--- src/hw/rtl/lebdec_pkg.sv ---
// Shared types, codes and helper functions for the typed LEB128 decoder.
package lebdec_pkg;

	// Value kinds, latched on the first byte of a value
	typedef enum logic [2:0] {
		KIND_U1  = 3'd0,
		KIND_U7  = 3'd1,
		KIND_U32 = 3'd2,
		KIND_S7  = 3'd3,
		KIND_S32 = 3'd4,
		KIND_S64 = 3'd5
	} kind_t;

	// Result status codes
	typedef enum logic [1:0] {
		ST_OK        = 2'd0,
		ST_TOO_LONG  = 2'd1,
		ST_TRUNCATED = 2'd2,
		ST_RANGE     = 2'd3
	} status_t;

	localparam int unsigned VALUE_W = 64;
	localparam int unsigned COUNT_W = 4;

	// Index of the last byte a value may have
	localparam logic [COUNT_W-1:0] SEEN_MAX = 4'd9;

	// Tenth byte of a signed 64-bit value: bits above the sign bit
	localparam logic [7:0] TAIL_MASK = 8'hfe;
	localparam logic [7:0] TAIL_NEG  = 8'h7e;

	// Decoder state carried from one byte to the next
	typedef struct packed {
		logic [VALUE_W-1:0] acc;
		logic [COUNT_W-1:0] seen;
		kind_t              kind;
		logic               busy;
	} state_t;

	// One finished value
	typedef struct packed {
		logic [VALUE_W-1:0] value;
		logic [COUNT_W-1:0] count;
		status_t            status;
	} result_t;

	// Map a raw kind code onto a kind; codes without meaning decode as signed 64-bit
	function automatic kind_t to_kind(input logic [2:0] raw);
		kind_t k;
		if (raw > 3'(KIND_S64)) begin
			k = KIND_S64;
		end else begin
			k = kind_t'(raw);
		end
		return k;
	endfunction

	// Index of the last allowed byte for each kind (limit minus one)
	function automatic logic [COUNT_W-1:0] last_idx(input kind_t k);
		logic [COUNT_W-1:0] idx;
		case (k)
			KIND_U32: idx = 4'd4;
			KIND_S32: idx = 4'd4;
			KIND_S64: idx = 4'd9;
			default:  idx = 4'd0;
		endcase
		return idx;
	endfunction

	// Seven times a byte index, as a bit position
	function automatic logic [6:0] mul7(input logic [COUNT_W-1:0] n);
		logic [6:0] wide;
		wide = {3'd0, n};
		return (wide << 3) - wide;
	endfunction

endpackage

--- src/hw/rtl/leb128_typed_decoder.sv ---
// Top level of the typed LEB128 decoder: input stage, decode step, result stage.
//
//  channel  | direction | handshake                   | fields
//  byte     | in        | byte_valid / byte_stall     | data_byte, kind, buffer_last
//  result   | out       | result_valid / result_stall | value, byte_count, status
//
// One byte per cycle while byte_stall is low: a byte is registered in the input stage,
// and the decode step merges it into the state and loads a finished value at the same edge.
// Throughput is set by the single accumulator update per byte.
// Reset clears the stage valids and the decoder state (waiting for a first byte).
// While a result waits under result_stall, bytes that finish no value still pass;
// a byte that would finish another value holds the input stage and raises byte_stall.
module leb128_typed_decoder (
	input  logic               clk,
	input  logic               arst_n,
	input  logic               byte_valid,
	output logic               byte_stall,
	input  logic [7:0]         data_byte,
	input  logic [2:0]         kind,
	input  logic               buffer_last,
	output logic               result_valid,
	input  logic               result_stall,
	output logic signed [63:0] value,
	output logic [3:0]         byte_count,
	output logic [1:0]         status
);

	logic                byte_valid_s1;
	logic [7:0]          data_byte_s1;
	logic [2:0]          kind_s1;
	logic                last_s1;
	lebdec_pkg::state_t  state_q;
	lebdec_pkg::state_t  state_nxt;
	lebdec_pkg::result_t res;
	lebdec_pkg::result_t result_s2;
	logic                result_valid_s2;
	logic                emit;
	logic                out_free;
	logic                s1_go;

	lebdec_step u_step (
		.cur         (state_q),
		.data_byte   (data_byte_s1),
		.kind        (kind_s1),
		.buffer_last (last_s1),
		.nxt         (state_nxt),
		.emit        (emit),
		.res         (res)
	);

	// advance the input stage unless its result has nowhere to go
	assign out_free   = !result_valid_s2 || !result_stall;
	assign s1_go      = byte_valid_s1 && (!emit || out_free);
	assign byte_stall = byte_valid_s1 && !s1_go;

	// input stage: hold the beat until the decode step takes it
	always_ff @(posedge clk or negedge arst_n) begin
		if (!arst_n) begin
			byte_valid_s1 <= 1'b0;
		end else if (!byte_stall) begin
			byte_valid_s1 <= byte_valid;
		end
	end

	always_ff @(posedge clk) begin
		if (byte_valid && !byte_stall) begin
			data_byte_s1 <= data_byte;
			kind_s1      <= kind;
			last_s1      <= buffer_last;
		end
	end

	// decoder state: advance once per consumed byte
	always_ff @(posedge clk or negedge arst_n) begin
		if (!arst_n) begin
			state_q.acc  <= '0;
			state_q.seen <= '0;
			state_q.kind <= lebdec_pkg::KIND_U1;
			state_q.busy <= 1'b0;
		end else if (s1_go) begin
			state_q <= state_nxt;
		end
	end

	// result stage: load a finished value, drop it once taken
	always_ff @(posedge clk or negedge arst_n) begin
		if (!arst_n) begin
			result_valid_s2 <= 1'b0;
		end else if (s1_go && emit) begin
			result_valid_s2 <= 1'b1;
		end else if (!result_stall) begin
			result_valid_s2 <= 1'b0;
		end
	end

	always_ff @(posedge clk) begin
		if (s1_go && emit) begin
			result_s2 <= res;
		end
	end

	assign result_valid = result_valid_s2;
	assign value        = $signed(result_s2.value);
	assign byte_count   = result_s2.count;
	assign status       = result_s2.status;

	// a finished value leaves the decoder waiting for a first byte
	assert property (@(posedge clk) disable iff (!arst_n)
		s1_go && emit |=> !state_q.busy)
		else $error("state still busy after a finished value");

	// error results carry a zero value
	assert property (@(posedge clk) disable iff (!arst_n)
		result_valid_s2 && result_s2.status != lebdec_pkg::ST_OK |-> result_s2.value == '0)
		else $error("error result with nonzero value");

	// byte count stays within one to ten
	assert property (@(posedge clk) disable iff (!arst_n)
		result_valid_s2 |-> result_s2.count >= 4'd1 && result_s2.count <= 4'd10)
		else $error("byte count out of range");

	// input stalls only behind a waiting result
	assert property (@(posedge clk) disable iff (!arst_n)
		byte_stall |-> byte_valid_s1 && result_valid_s2 && emit)
		else $error("input stalled without a waiting result");

	// an open value never holds more than nine bytes
	assert property (@(posedge clk) disable iff (!arst_n)
		state_q.seen <= lebdec_pkg::SEEN_MAX)
		else $error("byte index past the longest encoding");

endmodule

--- src/hw/rtl/lebdec_step.sv ---
// Per-byte decode step: merges one byte into the state and forms the result.
module lebdec_step (
	input  lebdec_pkg::state_t  cur,
	input  logic [7:0]          data_byte,
	input  logic [2:0]          kind,
	input  logic                buffer_last,
	output lebdec_pkg::state_t  nxt,
	output logic                emit,
	output lebdec_pkg::result_t res
);

	always_comb begin
		lebdec_pkg::kind_t k;
		logic [lebdec_pkg::COUNT_W-1:0] seen;
		logic [lebdec_pkg::COUNT_W-1:0] seen_n;
		logic [lebdec_pkg::VALUE_W-1:0] acc;
		logic [lebdec_pkg::VALUE_W-1:0] fill;
		logic [6:0] sh_in;
		logic [6:0] sh_top;
		logic [7:0] tail;

		// start a new value on the first byte, else resume
		if (!cur.busy) begin
			k    = lebdec_pkg::to_kind(kind);
			acc  = '0;
			seen = '0;
		end else begin
			k    = cur.kind;
			acc  = cur.acc;
			seen = (cur.seen > lebdec_pkg::SEEN_MAX) ? lebdec_pkg::SEEN_MAX : cur.seen;
		end

		// merge the seven payload bits at their position
		sh_in  = lebdec_pkg::mul7(seen);
		acc    = acc | ({57'd0, data_byte[6:0]} << sh_in[5:0]);
		seen_n = seen + 4'd1;
		sh_top = lebdec_pkg::mul7(seen_n);
		fill   = ~64'd0 << sh_top;
		tail   = data_byte & lebdec_pkg::TAIL_MASK;

		// defaults: keep going
		nxt.acc    = acc;
		nxt.seen   = seen_n;
		nxt.kind   = k;
		nxt.busy   = 1'b1;
		emit       = 1'b0;
		res.value  = '0;
		res.count  = seen_n;
		res.status = lebdec_pkg::ST_OK;

		if (data_byte[7]) begin
			// continuation byte: end only on length or buffer end
			if (seen >= lebdec_pkg::last_idx(k)) begin
				emit       = 1'b1;
				res.status = lebdec_pkg::ST_TOO_LONG;
			end else if (buffer_last) begin
				emit       = 1'b1;
				res.status = lebdec_pkg::ST_TRUNCATED;
			end
		end else begin
			// closing byte: range check and sign extension
			emit      = 1'b1;
			res.value = acc;
			unique case (k)
				lebdec_pkg::KIND_U1: begin
					if (acc[63:1] != '0) begin
						res.status = lebdec_pkg::ST_RANGE;
					end
				end
				lebdec_pkg::KIND_U7: begin
					res.value = acc;
				end
				lebdec_pkg::KIND_U32: begin
					if (acc[63:32] != '0) begin
						res.status = lebdec_pkg::ST_RANGE;
					end
				end
				lebdec_pkg::KIND_S7: begin
					if (data_byte[6]) begin
						res.value = acc | (~64'd0 << 7);
					end
				end
				lebdec_pkg::KIND_S32: begin
					if (acc[63:31] == '0) begin
						if (data_byte[6]) begin
							res.value = acc | fill;
						end
					end else if (acc[63:31] == 33'hf) begin
						res.value = acc | fill;
					end else begin
						res.status = lebdec_pkg::ST_RANGE;
					end
				end
				default: begin
					if (sh_top < 7'd64) begin
						if (data_byte[6]) begin
							res.value = acc | fill;
						end
					end else if ((data_byte[0] && tail != lebdec_pkg::TAIL_NEG) ||
							(!data_byte[0] && tail != 8'd0)) begin
						res.status = lebdec_pkg::ST_RANGE;
					end
				end
			endcase
			if (res.status != lebdec_pkg::ST_OK) begin
				res.value = '0;
			end
		end

		// a finished value clears the state
		if (emit) begin
			nxt.acc  = '0;
			nxt.seen = '0;
			nxt.busy = 1'b0;
		end
	end

endmodule
--- config.mk ---
export PLATFORM = sky130hd
export DESIGN_NAME = leb128_typed_decoder
export DESIGN_NICKNAME = d
export VERILOG_FILES = /design/src/hw/rtl/lebdec_pkg.sv /design/src/hw/rtl/leb128_typed_decoder.sv /design/src/hw/rtl/lebdec_step.sv
export SDC_FILE = /design/constraint.sdc
export NUM_CORES = 1
export LEC_CHECK = 0
export BUFFER_PORTS_ARGS = -buffer_cell sky130_fd_sc_hd__buf_4
export CAP_MARGIN = 0
export CELL_PAD_IN_SITES_DETAIL_PLACEMENT = 1
export CELL_PAD_IN_SITES_GLOBAL_PLACEMENT = 1
export CORE_ASPECT_RATIO = 1.1
export CORE_MARGIN = 2
export CORE_UTILIZATION = 30
export DETAILED_ROUTE_END_ITERATION = 10
export HOLD_SLACK_MARGIN = 0.05
export PLACE_DENSITY = 0.68
export SLEW_MARGIN = 20
export SYNTH_ARGS = -nofsm -noshare
export SYNTH_HDL_FRONTEND = slang
export SYNTH_SLANG_ARGS = --single-unit
--- constraint.sdc ---
create_clock -name clk -period 10.4 [get_ports clk]
set_input_delay 1.56 -clock clk [delete_from_list [all_inputs] [get_ports clk]]
set_output_delay 1.56 -clock clk [all_outputs]
set_load 0.02 [all_outputs]
==> results of run 1 <==
-- cells in the final DEF (no fill, tap or decap), types with 4 or more instances in the layout --
master,n
nor4_1,10
a32o_1,9
o21ai_0,93
nand2_1,156
xnor2_1,8
a21o_1,10
a31oi_1,37
inv_1,11
dfrtp_1,73
o22ai_1,5
and2_1,14
nor2_1,65
or4_1,9
o21ai_1,7
nand2b_1,8
nor2b_1,6
edfxtp_1,82
nand4_1,11
a211oi_1,8
a22oi_1,25
inv_6,4
clkbuf_16,17
nand3_1,18
a32oi_1,7
a211o_1,6
or3_1,11
o21a_1,8
nor3_1,17
o211ai_1,5
a21oi_1,52
inv_8,4
ha_1,10
buf_4,105
a221oi_1,8
a22o_1,35
-- sequential cells by signal, indices dropped and copies added, names as in the netlist --
register       count
state_q           72
value             64
data_byte_s1       8
byte_count         4
kind_s1            3
status             2
byte_valid_s1      1
last_s1            1
result_valid       1
-- through the flow --
step / setup slack (ns) / instance area (sq um) / total power [mW] / std cells
2_1_floorplan: 2.76 / 9040 / 1.31 / 967
3_3_place_gp: 3.32 / 10000 / 1.63 / 1379
3_5_place_dp: 3.13 / 10000 / 1.64 / 1379
4_1_cts: 3.06 / 10600 / 2.28 / 1411
5_1_grt: 2.41 / 10600 / 2.38 / 1411
6_report: 2.93 / 10600 / 2.28 / 1411
-- routing by layer --
metal | GRT usage, % | vias up
met5 | 0 | -
met4 | 8.17 | 0
met3 | 4.32 | 70
met2 | 39.9 | 363
met1 | 31.7 | 4309
li1 | - | 3775
-- area by class of cell --
class,instances,area [sq um],share of cell area [%]
clock inverter,15,168,1.58
timing repair buffer,106,800,7.53
tap,374,468,4.41
inverter,14,52.6,0.495
multi-input combinational,729,4390,41.4
clock buffer,17,425,4.01
sequential,156,4320,40.6
-- cell usage after synthesis (all sizes together) (3+ instances only) --
library cell	count	area, sq um
nand2	157	592
o21ai	102	514
edfxtp	82	2460
dfrtp	74	1850
nor2	67	259
a21oi	53	269
clkbuf	45	169
a31oi	37	231
a22o	35	307
a22oi	26	200
buf	23	135
nand3	18	90.1
nor3	17	85.1
and2	15	93.8
inv	13	48.8
nand4	11	68.8
nor4	11	75.1
or3	11	68.8
a21o	10	75.1
ha	10	125
or4	10	78.8
xnor2	10	103
a32o	9	90.1
a211oi	8	60.1
a221oi	8	70.1
nand2b	8	50.1
o21a	8	60.1
a32oi	7	61.3
a211o	6	52.6
nor2b	6	37.5
o211ai	6	58.8
mux2	5	63.8
o22ai	5	31.3
nand3b	4	42.5
or2	4	25.0
a31o	3	26.3
and3	3	18.8
o31ai	3	36.3
-- kinds of logic after synthesis --
kind of cell	after synthesis
buffers and inverters	82
XOR/XNOR	12
flip-flops	156
AND/OR/NAND/NOR	351
multiplexers	9
adder cells (fa/ha/maj)	10
AO/OA/AOI/OAI	347
-- worst paths after layout --
check                       startpoint           to  slack (ns)
hold / removal             state_q[55]  state_q[55]        0.49
setup reg to reg            state_q[0]    value[50]        2.93
min in group asynchronous       arst_n   state_q[4]        1.13
max in group asynchronous       arst_n  state_q[29]        8.69
setup / recovery            state_q[0]    value[50]        2.93
hold reg to reg            state_q[55]  state_q[55]        0.49
-- power groups by stage --
stage | combinational (mW) | sequential (mW) | clock (mW)
final | 0.803 | 0.835 | 0.642
after global routing | 0.858 | 0.846 | 0.672
after global placement | 0.784 | 0.847 | 0
after CTS | 0.796 | 0.838 | 0.646
after floorplan | 0.392 | 0.921 | 0
after detailed placement | 0.793 | 0.849 | 0
-- critical path, cell delays in order (launching register included) --
cell	delay (ns)
dfrtp_2	0.90
nand2_1	0.35
nand2_2	0.35
clkinv_1	0.41
ha_1	0.50
inv_1	0.20
xnor2_2	0.37
nor2_1	0.30
a222oi_1	0.63
o21ai_0	0.31
nor4_1	0.45
nand4_1	0.13
nor4_1	0.71
a31oi_1	0.22
or4_4	0.88
a31oi_1	0.49
==> results.py, run 1 <==
metrics = {
    "run_status": {
        "outcome": "complete, no violations",
    },
    "yosys": {
        "commonest_register_cell_after_synthesis": "edfxtp_1",
        "synthSimpleGateAreaFrac_pct": 18.5,
        "gate_count_post_synth": 967,
        "synth_cell_type_count": 81,
        "part_of_the_yosys_area_used_for_sequential_elements_pct": 47.7,
        "synth_fp_nets": 993,
        "postSynth.asyncResetShare_pct": 47.4,
        "area_of_the_mapped_netlist_sq_mm": 0.00904,
        "syn_avg_cell_area_sq_um": 9.35,
        "ys_warn_count": 0,
        "synth_top_family_by_area": "compound AO/OA/AOI/OAI gates",
        "yosys.area_share.xor_xnor_pct": 1.33,
        "synth-adder-area-share_pct": 1.38,
        "synth_enable_flop_cells": 82,
        "synth_seq_cells": 156,
        "synth-compound-area-share_pct": 25.8,
        "muxShareOfSynthArea_pct": 1.42,
    },
    "power": {
        "static-leakage-power_nw": 4.25,
        "netSwitchingFraction_pct": 40.9,
        "p_seq_share_pct": 36.6,
        "ir_worst_vdd_mv": 0.138,
        "internal-power_mw": 1.35,
        "share_comb_of_total_power_pct": 35.2,
        "clock_power_share_pct": 28.2,
        "power_switching_uw": 932,
        "powerDensity_mw_per_mm2": 215,
    },
    "sta": {
        "unrepaired_setup_endpoints_after_global_routing": "false",
        "final-setup-viol-count": 0,
        "min_period_over_period_pct": 71.9,
        "skew_ns": 0.0216,
        "finalMaxSlewViolations": 0,
        "max_slew_margin_pct": 37.9,
        "setup_tns_ns": 0,
        "finalHoldViolations": 0,
        "clock.fmax_mhz": 134,
        "finalCriticalPeriod_ns": 7.47,
        "fin_worst_hold_slack_ns": 0.487,
        "timing_worst_slew_pin_value_ns": 0.927,
    },
    "layout": {
        "fin_util_pct": 35.8,
        "synthesis_to_finish_area_growth_pct": 17.4,
        "finish.net_count": 1050,
        "final_layout_size_suffix_gt1_share_pct": 16.4,
        "n_antenna_cell": 0,
        "layout.filler_cells": 3391,
    },
    "global_route": {
        "grt_pass1_vias": 8763,
        "grt_util_all_layers_pct": 24.0,
        "grt_max_degree": 75,
        "grt_first_pass_wirelength_microns": 56400,
        "grt-ovfl-total": 0,
        "antenna_found_initial": 0,
    },
    "clocking": {
        "clock_tree.buffer_depth": 2,
        "clk-insertion-delay-late_ns": 0.45,
        "cts.sinks": 156,
        "clkTransAtPathRegs_ns": 0.07,
        "tritoncts_clock_tree": "built",
        "setup_bufs_post_cts": 0,
        "ctsHtreeMaxLevel": 4,
        "cts.root.buffer_cell": "clkbuf_16",
        "hold_buffers": 0,
        "number_of_buffers_added_by_the_clock_tree_synthesis_step": 17,
        "post_cts.resized_instances": 0,
    },
    "routing": {
        "detail_route.vias_per_cell": 6.04,
        "wl_met2_microns": 17800,
        "route.antenna.remaining_nets": 0,
        "route.top_layer_used": "met4",
        "drt-total-wl_microns": 37400,
        "route.met3.wl_microns": 2430,
        "met1Wirelength_microns": 16200,
        "drc_errors": 0,
        "route.vias.total": 8517,
        "firstDrtPassIters": 5,
        "post_drt_wl_per_cell_microns": 26.5,
        "detailedRoute.firstIterationViolations": 783,
    },
    "job": {
        "drv_cap": 0,
    },
    "placement": {
        "hpwlAfterDp_microns": 26700,
        "placement.io_buffers": 87,
        "final_weighted_congestion_of_routability_driven_global_placement": 0.935,
    },
    "floorplan": {
        "initial_core_utilization_pct": 30.5,
        "die_area_sq_mm": 0.0316,
        "dieHeight_microns": 186,
        "core_sq_mm": 0.0296,
        "core.rowCount": 66,
        "boundaryPins": 88,
        "die-width_microns": 170,
    },
    "critical_path": {
        "critical_path_class": "reg -> reg",
        "r2r_cells": 15,
        "critical_path.endpoint_type": "flip-flop",
        "crit_path_max_fanout": 66,
        "crit_required_ns": 10.59,
        "worstSetupStartpointType": "flip-flop",
        "crit_arrival_ns": 7.66,
    },
    "worst_hold_path": {
        "whs_path_depth": 2,
        "min_path_type": "reg -> reg",
    },
}
Power figures use the tool's default switching activity.
==> inputs of run 2 (changes only) <==
--- a/config.mk
+++ b/config.mk
@@ -14,7 +14,7 @@
 export CORE_UTILIZATION = 30
 export DETAILED_ROUTE_END_ITERATION = 10
 export HOLD_SLACK_MARGIN = 0.05
-export PLACE_DENSITY = 0.68
+export PLACE_DENSITY = 0.7
 export SLEW_MARGIN = 20
 export SYNTH_ARGS = -nofsm -noshare
 export SYNTH_HDL_FRONTEND = slang
==> constraint.sdc (replaced) <==
create_clock -name clk -period 6.1 [get_ports clk]
set_input_delay 0.915 -clock clk [delete_from_list [all_inputs] [get_ports clk]]
set_output_delay 0.915 -clock clk [all_outputs]
set_load 0.02 [all_outputs]
==> run 2 against run 1 <==
  * Setup slack got worse by 2.7 ns
  * Clock power increased by 78%
  * Critical path type unchanged
  * Clock skew is 0.014 ns lower
  * Sequential power grew 68%
  * Largest cell class unchanged
  * Final area rose by 3.2%
==> results.py, run 2 (synthesized netlist as in run 1, its figures left out) <==
metrics = {
    "critical_path": {
        "crit_path_max_fanout": 39,
        "crit_arrival_ns": 6.12,
        "critical_path_class": "reg -> reg",
        "critical_path.endpoint_type": "flip-flop",
        "critical_path_buf_inv_count": 3,
        "path_delay_family": "simple AND/OR/NAND/NOR gates",
        "worstSetupStartpointType": "flip-flop",
        "worst_path_largest_cell_delay_ns": 0.70,
        "slowest_stage": "or4_4",
        "crit_required_ns": 6.37,
        "crit_path_cell_trace": "o211ai_4 > nand2_2 > ha_1 > buf_4 > xnor2_1 > nor2_1 > a222oi_1 > buf_4 > o21ai_0 > nor4_1 > nand4_1 > nor4_4 > a31oi_1 > or4_4 > buf_12 > a31oi_1",
    },
    "sta": {
        "timing_worst_slew_pin_value_ns": 1.19,
        "finalMaxSlewViolations": 0,
        "finalHoldViolations": 0,
        "finalCriticalPeriod_ns": 5.84,
        "max_slew_margin_pct": 20.5,
        "skew_ns": 0.00811,
        "unrepaired_setup_endpoints_after_global_routing": "false",
        "final-setup-viol-count": 0,
        "min_period_over_period_pct": 95.8,
        "fin_worst_hold_slack_ns": 0.486,
        "clock.fmax_mhz": 171,
    },
    "layout": {
        "layout.filler_cells": 3368,
        "n_antenna_cell": 0,
        "finish.net_count": 1082,
        "final_layout_size_suffix_gt1_share_pct": 19.3,
        "largest_register_ffs": 72,
        "fin_util_pct": 37.0,
        "largest_register": "state_q",
        "most-common-layout-cells": "nand2_1, buf_4, o21ai_0",
        "synthesis_to_finish_area_growth_pct": 21.1,
        "commonest_non_fill_non_tap_cell_in_the_layout": "nand2_1",
    },
    "global_route": {
        "grt_util_all_layers_pct": 24.3,
        "antenna_found_initial": 1,
        "grt_first_pass_wirelength_microns": 56800,
        "grt-ovfl-total": 0,
        "grt_pass1_vias": 8827,
        "grt_max_degree": 75,
    },
    "power": {
        "ir_worst_vdd_mv": 0.207,
        "powerDensity_mw_per_mm2": 363,
        "static-leakage-power_nw": 4.41,
    },
    "floorplan": {
        "die_area_sq_mm": 0.0316,
        "core.rowCount": 66,
        "initial_core_utilization_pct": 30.5,
        "core_sq_mm": 0.0296,
        "die-width_microns": 170,
        "boundaryPins": 88,
        "dieHeight_microns": 186,
    },
    "routing": {
        "route.antenna.remaining_nets": 0,
        "route.vias.total": 8819,
        "drc_errors": 0,
        "detail_route.vias_per_cell": 6.11,
        "post_drt_wl_per_cell_microns": 26.2,
        "drt-total-wl_microns": 37700,
        "firstDrtPassIters": 7,
        "detailedRoute.firstIterationViolations": 834,
    },
    "clocking": {
        "clock_tree.buffer_depth": 2,
        "hold_buffers": 0,
        "cts.sinks": 156,
        "number_of_buffers_added_by_the_clock_tree_synthesis_step": 17,
        "tritoncts_clock_tree": "built",
        "clkTransAtPathRegs_ns": 0.08,
        "ctsHtreeMaxLevel": 4,
        "clk-insertion-delay-late_ns": 0.45,
        "cts.root.buffer_cell": "clkbuf_16",
    },
    "placement": {
        "placement.io_buffers": 87,
        "hpwlAfterDp_microns": 26900,
        "final_weighted_congestion_of_routability_driven_global_placement": 0.912,
    },
    "run_status": {
        "outcome": "complete, no violations",
    },
    "job": {
        "drv_cap": 0,
    },
    "worst_hold_path": {
        "min_path_type": "reg -> reg",
    },
}
-- run 2: layout make-up --
cell class | instances | area (sq um) | share of cell area [%]
well taps | 374 | 468 | 4.27
inverters | 14 | 52.6 | 0.480
clock buffers | 17 | 425 | 3.88
repair buffers | 138 | 1060 | 9.72
multi-input cells | 729 | 4430 | 40.4
flip-flops and latches | 156 | 4320 | 39.4
clock inverters | 15 | 205 | 1.87
-- run 2: per-stage QoR --
| stage | TNS, ns | setup WS (ns) | cell area, sq um | instances | total power, mW |
|---|---|---|---|---|---|
| global route | 0 | 0.0139 | 11000 | 1443 | 4.14 |
| finish | 0 | 0.256 | 11000 | 1443 | 3.98 |
| detailed placement | -16.53 | -0.423 | 10300 | 1410 | 2.83 |
| global placement | -10.52 | -0.287 | 10300 | 1410 | 2.81 |
| CTS | 0 | 0.0501 | 10900 | 1443 | 3.98 |
| floorplan | 0 | 0.0828 | 9050 | 967 | 2.23 |
-- run 2: power by group --
group / switching (mW) / internal [mW] / leakage [nW] / total [mW]
Clock: 0.544 / 0.595 / 0.298 / 1.14
Combinational: 0.989 / 0.456 / 2.28 / 1.44
Sequential: 0.0704 / 1.33 / 1.83 / 1.40
-- run 2: worst min-delay path, cell delays in order (launching register included) --
cell and delay, ns:
dfrtp_1 0.34, nand2_1 0.05, o21ai_0 0.06
-- run 2: worst paths after layout --
| path | depth (start not counted) | startpoint | slack [ns] | to |
|---|---|---|---|---|
| max reg2reg | 16 | state_q[5] | 0.26 | value[36] |
| min reg2reg | 2 | state_q[42] | 0.49 | state_q[42] |
| min in group asynchronous | 1 | arst_n | 0.51 | state_q[57] |
| max | 16 | state_q[5] | 0.26 | value[36] |
| max in group asynchronous | 1 | arst_n | 5.02 | state_q[0] |
| min | 2 | state_q[42] | 0.49 | state_q[42] |
-- run 2: metal layers --
| metal | GRT usage, % | part of all wire, % |
|---|---|---|
| met5 | 0 | 0.034 |
| met3 | 4.89 | 7.8 |
| met1 | 32.0 | 42 |
| met2 | 38.7 | 46 |
| met4 | 10.7 | 4.5 |
-- run 2: timing repair --
action                                  4_1_cts  5_1_grt
hold endpoints to repair                      0        0
pin swaps                                     1        0
buffers inserted                              1        0
gates resized for setup                       1        5
endpoints found under the setup margin       66       56
